===== src/sv/stm_pkg.sv =====
// Shared constants, command codes and control/status types for the sparse triplet merge.
package stm_pkg;

  localparam int DEFAULT_LIST_DEPTH = 32;
  localparam int DEFAULT_INDEX_BITS = 10;
  localparam int VALUE_BITS         = 16;
  localparam int SUM_BITS           = 17;
  localparam int CMD_BITS           = 2;

  localparam logic [CMD_BITS-1:0] CMD_LOAD_A = 2'd0;
  localparam logic [CMD_BITS-1:0] CMD_LOAD_B = 2'd1;
  localparam logic [CMD_BITS-1:0] CMD_MERGE  = 2'd2;

  typedef struct packed {
    logic load_a;
    logic load_b;
    logic step;
    logic finish;
  } dp_cmd_t;

  typedef struct packed {
    logic a_more;
    logic b_more;
  } dp_stat_t;

endpackage


===== src/sv/stm_ctrl.sv =====
// Controller state machine: decodes commands and sequences the merge.
module stm_ctrl
  import stm_pkg::*;
(
  input  logic                clk,
  input  logic                rst_n,
  input  logic                start,
  input  logic [CMD_BITS-1:0] in_cmd,
  input  dp_stat_t            stat,
  output dp_cmd_t             cmd,
  output logic                busy
);

  localparam logic ST_IDLE  = 1'b0;
  localparam logic ST_MERGE = 1'b1;

  logic state_r;
  logic state_nxt;

  always_comb begin
    state_nxt = state_r;
    cmd       = '0;
    unique case (state_r)
      ST_IDLE: begin
        if (start) begin
          unique case (in_cmd)
            CMD_LOAD_A: cmd.load_a = 1'b1;
            CMD_LOAD_B: cmd.load_b = 1'b1;
            CMD_MERGE:  state_nxt = ST_MERGE;
            default:    ;
          endcase
        end
      end
      ST_MERGE: begin
        if (stat.a_more || stat.b_more) begin
          cmd.step = 1'b1;
        end else begin
          cmd.finish = 1'b1;
          state_nxt  = ST_IDLE;
        end
      end
      default: state_nxt = ST_IDLE;
    endcase
  end

  assign busy = (state_r == ST_MERGE);

  always_ff @(posedge clk) begin
    if (!rst_n) begin
      state_r <= ST_IDLE;
    end else begin
      state_r <= state_nxt;
    end
  end

endmodule


===== src/sv/stm_dp.sv =====
// Datapath: list memories, merge pointers, head compare, pending result and output register.
module stm_dp
  import stm_pkg::*;
#(
  parameter int LIST_DEPTH = DEFAULT_LIST_DEPTH,
  parameter int INDEX_BITS = DEFAULT_INDEX_BITS
) (
  input  logic                         clk,
  input  logic                         rst_n,
  input  dp_cmd_t                      cmd,
  output dp_stat_t                     stat,
  input  logic [INDEX_BITS-1:0]        in_entry_row,
  input  logic [INDEX_BITS-1:0]        in_entry_col,
  input  logic signed [VALUE_BITS-1:0] in_entry_value,
  output logic                         out_valid,
  output logic [INDEX_BITS-1:0]        out_row,
  output logic [INDEX_BITS-1:0]        out_col,
  output logic signed [SUM_BITS-1:0]   out_value,
  output logic                         out_is_last
);

  localparam int AW = (LIST_DEPTH > 1) ? $clog2(LIST_DEPTH) : 1;
  localparam int CW = $clog2(LIST_DEPTH + 1);
  localparam int KW = 2 * INDEX_BITS;
  localparam int EW = KW + VALUE_BITS;
  localparam logic [CW-1:0] DEPTH_C = CW'(LIST_DEPTH);

  logic [EW-1:0] mem_a [LIST_DEPTH];
  logic [EW-1:0] mem_b [LIST_DEPTH];

  logic [CW-1:0] cnt_a_r, cnt_a_nxt, cnt_b_r, cnt_b_nxt;
  logic [CW-1:0] ptr_a_r, ptr_a_nxt, ptr_b_r, ptr_b_nxt;
  logic [EW-1:0] head_a_r, head_b_r;
  logic [EW-1:0] wr_word;

  logic                       pend_vld_r, pend_vld_nxt;
  logic [KW-1:0]              pend_key_r;
  logic signed [SUM_BITS-1:0] pend_val_r;

  logic                       out_vld_r, out_vld_nxt;
  logic [KW-1:0]              out_key_r;
  logic signed [SUM_BITS-1:0] out_val_r;
  logic                       out_last_r;

  logic [KW-1:0]                key_a, key_b, res_key;
  logic signed [VALUE_BITS-1:0] val_a, val_b;
  logic signed [SUM_BITS-1:0]   ext_a, ext_b, res_val;
  logic                         take_a, take_b, res_vld, wr_a, wr_b;

  assign wr_word = {in_entry_row, in_entry_col, in_entry_value};
  assign wr_a    = cmd.load_a && (cnt_a_r < DEPTH_C);
  assign wr_b    = cmd.load_b && (cnt_b_r < DEPTH_C);

  assign stat.a_more = (ptr_a_r < cnt_a_r);
  assign stat.b_more = (ptr_b_r < cnt_b_r);

  assign key_a = head_a_r[EW-1:VALUE_BITS];
  assign key_b = head_b_r[EW-1:VALUE_BITS];
  assign val_a = $signed(head_a_r[VALUE_BITS-1:0]);
  assign val_b = $signed(head_b_r[VALUE_BITS-1:0]);
  assign ext_a = SUM_BITS'(val_a);
  assign ext_b = SUM_BITS'(val_b);

  // Pick the smaller head key; equal keys consume both heads.
  always_comb begin
    take_a = 1'b0;
    take_b = 1'b0;
    if (stat.a_more && stat.b_more) begin
      take_a = (key_a <= key_b);
      take_b = (key_b <= key_a);
    end else if (stat.a_more) begin
      take_a = 1'b1;
    end else if (stat.b_more) begin
      take_b = 1'b1;
    end
  end

  always_comb begin
    if (take_a && take_b) begin
      res_val = ext_a + ext_b;
    end else if (take_a) begin
      res_val = ext_a;
    end else begin
      res_val = ext_b;
    end
  end

  assign res_key = take_a ? key_a : key_b;
  assign res_vld = cmd.step && (take_a || take_b) &&
                   !(take_a && take_b && (res_val == '0));

  always_comb begin
    cnt_a_nxt = cnt_a_r;
    cnt_b_nxt = cnt_b_r;
    ptr_a_nxt = ptr_a_r;
    ptr_b_nxt = ptr_b_r;
    if (cmd.finish) begin
      cnt_a_nxt = '0;
      cnt_b_nxt = '0;
      ptr_a_nxt = '0;
      ptr_b_nxt = '0;
    end else begin
      if (wr_a) cnt_a_nxt = cnt_a_r + CW'(1);
      if (wr_b) cnt_b_nxt = cnt_b_r + CW'(1);
      if (cmd.step && take_a) ptr_a_nxt = ptr_a_r + CW'(1);
      if (cmd.step && take_b) ptr_b_nxt = ptr_b_r + CW'(1);
    end
  end

  // A result is released only once the next one exists or the merge closes, so the last flag is known.
  assign pend_vld_nxt = cmd.finish ? 1'b0 : (res_vld ? 1'b1 : pend_vld_r);
  assign out_vld_nxt  = pend_vld_r && (res_vld || cmd.finish);

  always_ff @(posedge clk) begin
    if (!rst_n) begin
      cnt_a_r    <= '0;
      cnt_b_r    <= '0;
      ptr_a_r    <= '0;
      ptr_b_r    <= '0;
      pend_vld_r <= 1'b0;
      out_vld_r  <= 1'b0;
    end else begin
      cnt_a_r    <= cnt_a_nxt;
      cnt_b_r    <= cnt_b_nxt;
      ptr_a_r    <= ptr_a_nxt;
      ptr_b_r    <= ptr_b_nxt;
      pend_vld_r <= pend_vld_nxt;
      out_vld_r  <= out_vld_nxt;
    end
  end

  always_ff @(posedge clk) begin
    if (wr_a) mem_a[cnt_a_r[AW-1:0]] <= wr_word;
    if (wr_b) mem_b[cnt_b_r[AW-1:0]] <= wr_word;
    if (ptr_a_nxt < DEPTH_C) head_a_r <= mem_a[ptr_a_nxt[AW-1:0]];
    if (ptr_b_nxt < DEPTH_C) head_b_r <= mem_b[ptr_b_nxt[AW-1:0]];
  end

  always_ff @(posedge clk) begin
    if (res_vld) begin
      pend_key_r <= res_key;
      pend_val_r <= res_val;
    end
    if (out_vld_nxt) begin
      out_key_r  <= pend_key_r;
      out_val_r  <= pend_val_r;
      out_last_r <= cmd.finish;
    end
  end

  assign out_valid   = out_vld_r;
  assign out_row     = out_key_r[KW-1:INDEX_BITS];
  assign out_col     = out_key_r[INDEX_BITS-1:0];
  assign out_value   = out_val_r;
  assign out_is_last = out_last_r;

endmodule


===== src/sv/sparse_triplet_merge_add_top.sv =====
// Top level of the sparse triplet merge-add block: controller plus datapath.
//
//  channel   ports                                         handshake
//  -------   --------------------------------------------  ------------------------
//  input     in_cmd, in_entry_row/col/value                word taken: start & !busy
//  result    out_row, out_col, out_value, out_is_last      word on out_valid, 1 cycle
//
// Loads never raise busy. A merge raises busy while it makes its head compares
// (a coordinate match counts once, cancelled or not) and while it closes.
// Each result waits in the pending register until the next result or the close fixes
// its last flag, then moves to the output register; the last follows busy.
// Reset empties both lists; list memory contents are not cleared.
// The receiver cannot stall: each result word is shown for exactly one cycle.
module sparse_triplet_merge_add_top
  import stm_pkg::*;
#(
  parameter int LIST_DEPTH = DEFAULT_LIST_DEPTH,
  parameter int INDEX_BITS = DEFAULT_INDEX_BITS
) (
  input  logic                         clk,
  input  logic                         rst_n,
  input  logic                         start,
  output logic                         busy,
  input  logic [CMD_BITS-1:0]          in_cmd,
  input  logic [INDEX_BITS-1:0]        in_entry_row,
  input  logic [INDEX_BITS-1:0]        in_entry_col,
  input  logic signed [VALUE_BITS-1:0] in_entry_value,
  output logic                         out_valid,
  output logic [INDEX_BITS-1:0]        out_row,
  output logic [INDEX_BITS-1:0]        out_col,
  output logic signed [SUM_BITS-1:0]   out_value,
  output logic                         out_is_last
);

  // Command and status between controller and datapath.
  dp_cmd_t  dp_cmd;
  dp_stat_t dp_stat;

  // Decode commands and step the merge while either list has entries left.
  stm_ctrl u_ctrl (
    .clk    (clk),
    .rst_n  (rst_n),
    .start  (start),
    .in_cmd (in_cmd),
    .stat   (dp_stat),
    .cmd    (dp_cmd),
    .busy   (busy)
  );

  // Hold the lists, compare heads, and drive the result word.
  stm_dp #(
    .LIST_DEPTH (LIST_DEPTH),
    .INDEX_BITS (INDEX_BITS)
  ) u_dp (
    .clk            (clk),
    .rst_n          (rst_n),
    .cmd            (dp_cmd),
    .stat           (dp_stat),
    .in_entry_row   (in_entry_row),
    .in_entry_col   (in_entry_col),
    .in_entry_value (in_entry_value),
    .out_valid      (out_valid),
    .out_row        (out_row),
    .out_col        (out_col),
    .out_value      (out_value),
    .out_is_last    (out_is_last)
  );

endmodule


===== config.mk =====
export PLATFORM = sky130hd
export DESIGN_NAME = sparse_triplet_merge_add_top
export DESIGN_NICKNAME = d
export VERILOG_FILES = /design/src/sv/stm_pkg.sv /design/src/sv/stm_ctrl.sv /design/src/sv/stm_dp.sv /design/src/sv/sparse_triplet_merge_add_top.sv
export SDC_FILE = /design/constraint.sdc
export NUM_CORES = 2
export LEC_CHECK = 0
export ABC_CLOCK_PERIOD_IN_PS = 16300
export BUFFER_PORTS_ARGS = -buffer_cell sky130_fd_sc_hd__clkbuf_2
export CORE_MARGIN = 3
export CORE_UTILIZATION = 35
export CTS_BUF_LIST = sky130_fd_sc_hd__clkbuf_4
export CTS_CLUSTER_DIAMETER = 150
export CTS_CLUSTER_SIZE = 40
export DETAILED_ROUTE_END_ITERATION = 8
export HOLD_SLACK_MARGIN = 0.1
export PLACE_DENSITY = 0.56
export SLEW_MARGIN = 15
export SYNTH_ARGS = -nofsm -noshare
export SYNTH_HDL_FRONTEND = slang
export SYNTH_HIERARCHICAL = 1
export SYNTH_SLANG_ARGS = --single-unit

===== constraint.sdc =====
create_clock -name clk -period 16.3 [get_ports clk]
set_input_delay 1.63 -clock clk [delete_from_list [all_inputs] [get_ports clk]]
set_output_delay 1.63 -clock clk [all_outputs]
set_load 0.02 [all_outputs]

==> flow_summary.ini <==
[logic_synthesis]
yosys.area.top_type_share = 0.756
ys_async_sr_fraction = 0
synth_edf_count = 2451
ys_top_cells_by_count = edfxtp_1, nand2_1, nand3_1
syn_area_um2 = 97400
yosysMostFrequentCell = edfxtp_1
synth_cells = 6627
syn_nets = 6725
syn_avg_cell_area_um2 = 14.7
ys_types = 83
ys.flop_type = edfxtp_1
ys_warn_count = 6
synth-seq-area-share = 0.761
synthTopCellsByArea = edfxtp_1, nand2_1, mux2i_1
ys_ff_latch = 2478
synth_top_area_cell = edfxtp_1

[hold_path]
whs_path_depth = 0
holdPathEnd = u_dp/out_key_r[1]
hold_class = flop to flop
min-delay-start = u_dp/pend_key_r[1]

[die]
start_util = 0.352
ios = 81
die_area_um2 = 285000
rows = 193
die_x_um = 533
core_um2 = 277000
fp.dieH_um = 533

[run]
cap_violations = 0

[global_route]
grt-ovfl-total = 0
track_usage = 0.198
grt_max_degree = 169
grt_pass1_vias = 53900
antenna_found_initial = 27
grt_pass1_wl_um = 411000

[clocking]
ctsResizeCount = 0
clock_latency_ns = 1.35
post_cts_buffers = 0
ctsHoldBuffers = 0
clockRootBuffer = clkbuf_4
cts_buffers = 71
cts_tree = done
clock-sinks = 2478
clkSlewWorstSetupHoldPaths_ns = 0.44
cts-htree-levels = 3
clock_path_buffers = 3

[sta]
slew_headroom = 0.148
hold_viol = 0
skew_ns = 0.116
rsz0062_at_grt = false
setup_ws_ns = 8.95
finalCriticalPeriod_ns = 7.35
tightest_slew_ns = 1.27
whs_ns = 0.470
setup_viol = 0
fin_crit_sh = 0.451
fmax_mhz = 136
slew_viol_final = 0
setup_tns_ns = 0

[place]
place.gp.congestion = 0.869
place_ws_ns = 9.07
io_buffers = 80
post-place-cells = 10200
hpwl_um = 154000

[cells_and_area]
fin_nets = 6654
finalCoreUtilization = 0.375
area_growth_pct = 6.43
drive_above_1_share = 0.0780
final_cells = 10300

[drt]
wl_met2_um = 134000
via_per_inst = 5.59
first_iter_violations = 8121
m1WireLength_um = 126000
routed-wl-met3_um = 22900
ant_nets = 0
drt-wirelength-per-cell_um = 28.2
dr.pass1.iters = 8
dr_total_vias = 57700
wl_um = 291000
highest_layer = met5
drc_errors = 0

[setup_path]
end_kind = flop
critPathLaunchType = flop
path_max_fanout = 52
rrSetupSlack_ns = 8.95
rr_worst_depth = 16
required_ns = 17.33
crit_type = flop to flop
reg2reg_to = u_dp/head_b_r[32]
reg2reg_from = u_dp/cnt_a_r[2]
worstPathArrival_ns = 8.38

[status]
status = complete, no violations

[power_and_ir_drop]
p_switching_w = 0.00190
powerDensity_nw_per_um2 = 89.2
vdd_drop_max_uv = 54.5
p_comb_frac = 0.023
power.leakage_nw = 31.6
clkPwrFrac = 0.217
seqPwrFrac = 0.760
sw_frac_of_total = 0.206
intPower_w = 0.00735
## cells in the final DEF, fill, tap and decap left out, drive strengths merged, types with 94 or more instances in the layout
cell type | synthesis | routed
nand2 | 1583 | 1583
buf | 177 | 177
inv | 94 | 94
a31oi | 155 | 155
clkbuf | 222 | 185
nand3 | 551 | 551
mux2i | 358 | 358
a32oi | 185 | 185
nor2 | 109 | 109
edfxtp | 2451 | 2451
## layer usage
metal / up-vias / global-route usage
met5: - / 0
met4: 6 / 0.0482
met3: 340 / 0.0279
met2: 2468 / 0.312
met1: 30000 / 0.289
li1: 24900 / -
## worst max path at each step
stage               cells after the start                end             from  slack, ns
floorplan                               5  u_dp/mem_a[26][0]        in_cmd[1]      10.79
global placement                       16  u_dp/head_b_r[19]  u_dp/cnt_a_r[4]       9.10
detailed placement                     16  u_dp/head_b_r[18]  u_dp/cnt_a_r[4]       9.07
CTS                                    16  u_dp/head_b_r[18]  u_dp/cnt_a_r[3]       8.95
global route                           16  u_dp/head_b_r[22]  u_dp/cnt_a_r[4]       8.44
finish                                 16  u_dp/head_b_r[32]  u_dp/cnt_a_r[2]       8.95
## worst max-delay path: stages, from the launching register on
cell       delay, ns
dfxtp_1         0.64
inv_1           0.18
ha_1            0.31
nand2_1         0.05
o21ai_1         0.29
and2_1          0.29
clkinv_1        0.28
o21a_1          0.33
nand2_1         0.35
a21o_2          0.40
a21o_4          0.75
buf_4           0.72
buf_4           0.70
mux2i_1         0.19
a222oi_1        0.51
o2bb2ai_1       0.20
nor4_2          0.75
## state kept, by name (all words and copies together), names as in the netlist, 6 cells and up
name and flops:
u_dp/cnt_a_r 6, u_dp/pend_val_r 17, u_dp/pend_key_r 20, u_dp/out_value 17
u_dp/ptr_b_r 6, u_dp/ptr_a_r 6, u_dp/out_key_r 20, u_dp/mem_a 1152
u_dp/head_a_r 36, u_dp/head_b_r 36, u_dp/cnt_b_r 6, u_dp/mem_b 1152
## power by group through the flow
stage          registers (W)   logic, W  clock network [W]
6_report             0.00703   0.000213            0.00201
5_1_grt              0.00703   0.000228            0.00226
4_1_cts              0.00703   0.000211            0.00205
3_5_place_dp         0.00716   0.000211                  0
3_3_place_gp         0.00716   0.000205                  0
2_1_floorplan        0.00715  0.0000592                  0
## kinds of logic after synthesis
family,count (synthesis),share of synthesized area
compound gates,691,0.0561
mux,379,0.0393
simple gates,2498,0.111
fa+ha+maj,57,0.00740
flops,2478,0.761
buf+inv,494,0.0222
xor+xnor,30,0.00270
## per-stage QoR
step	area (um2)	total power, W
floorplan	97400	0.00721
global placement	103000	0.00736
detailed placement	103000	0.00737
CTS	104000	0.00929
global route	104000	0.00952
finish	104000	0.00925
## cell type report
class,count,area (um2)
fill,26000,173000
sequential,2478,74100
multi-input combinational,3655,21800
tap,3705,4640
timing repair buffer,255,1830
clock buffer,107,803
inverter,95,357
antenna,18,45.0
clock inverter,1,3.75
No activity file was read; power rests on OpenSTA's default activity.
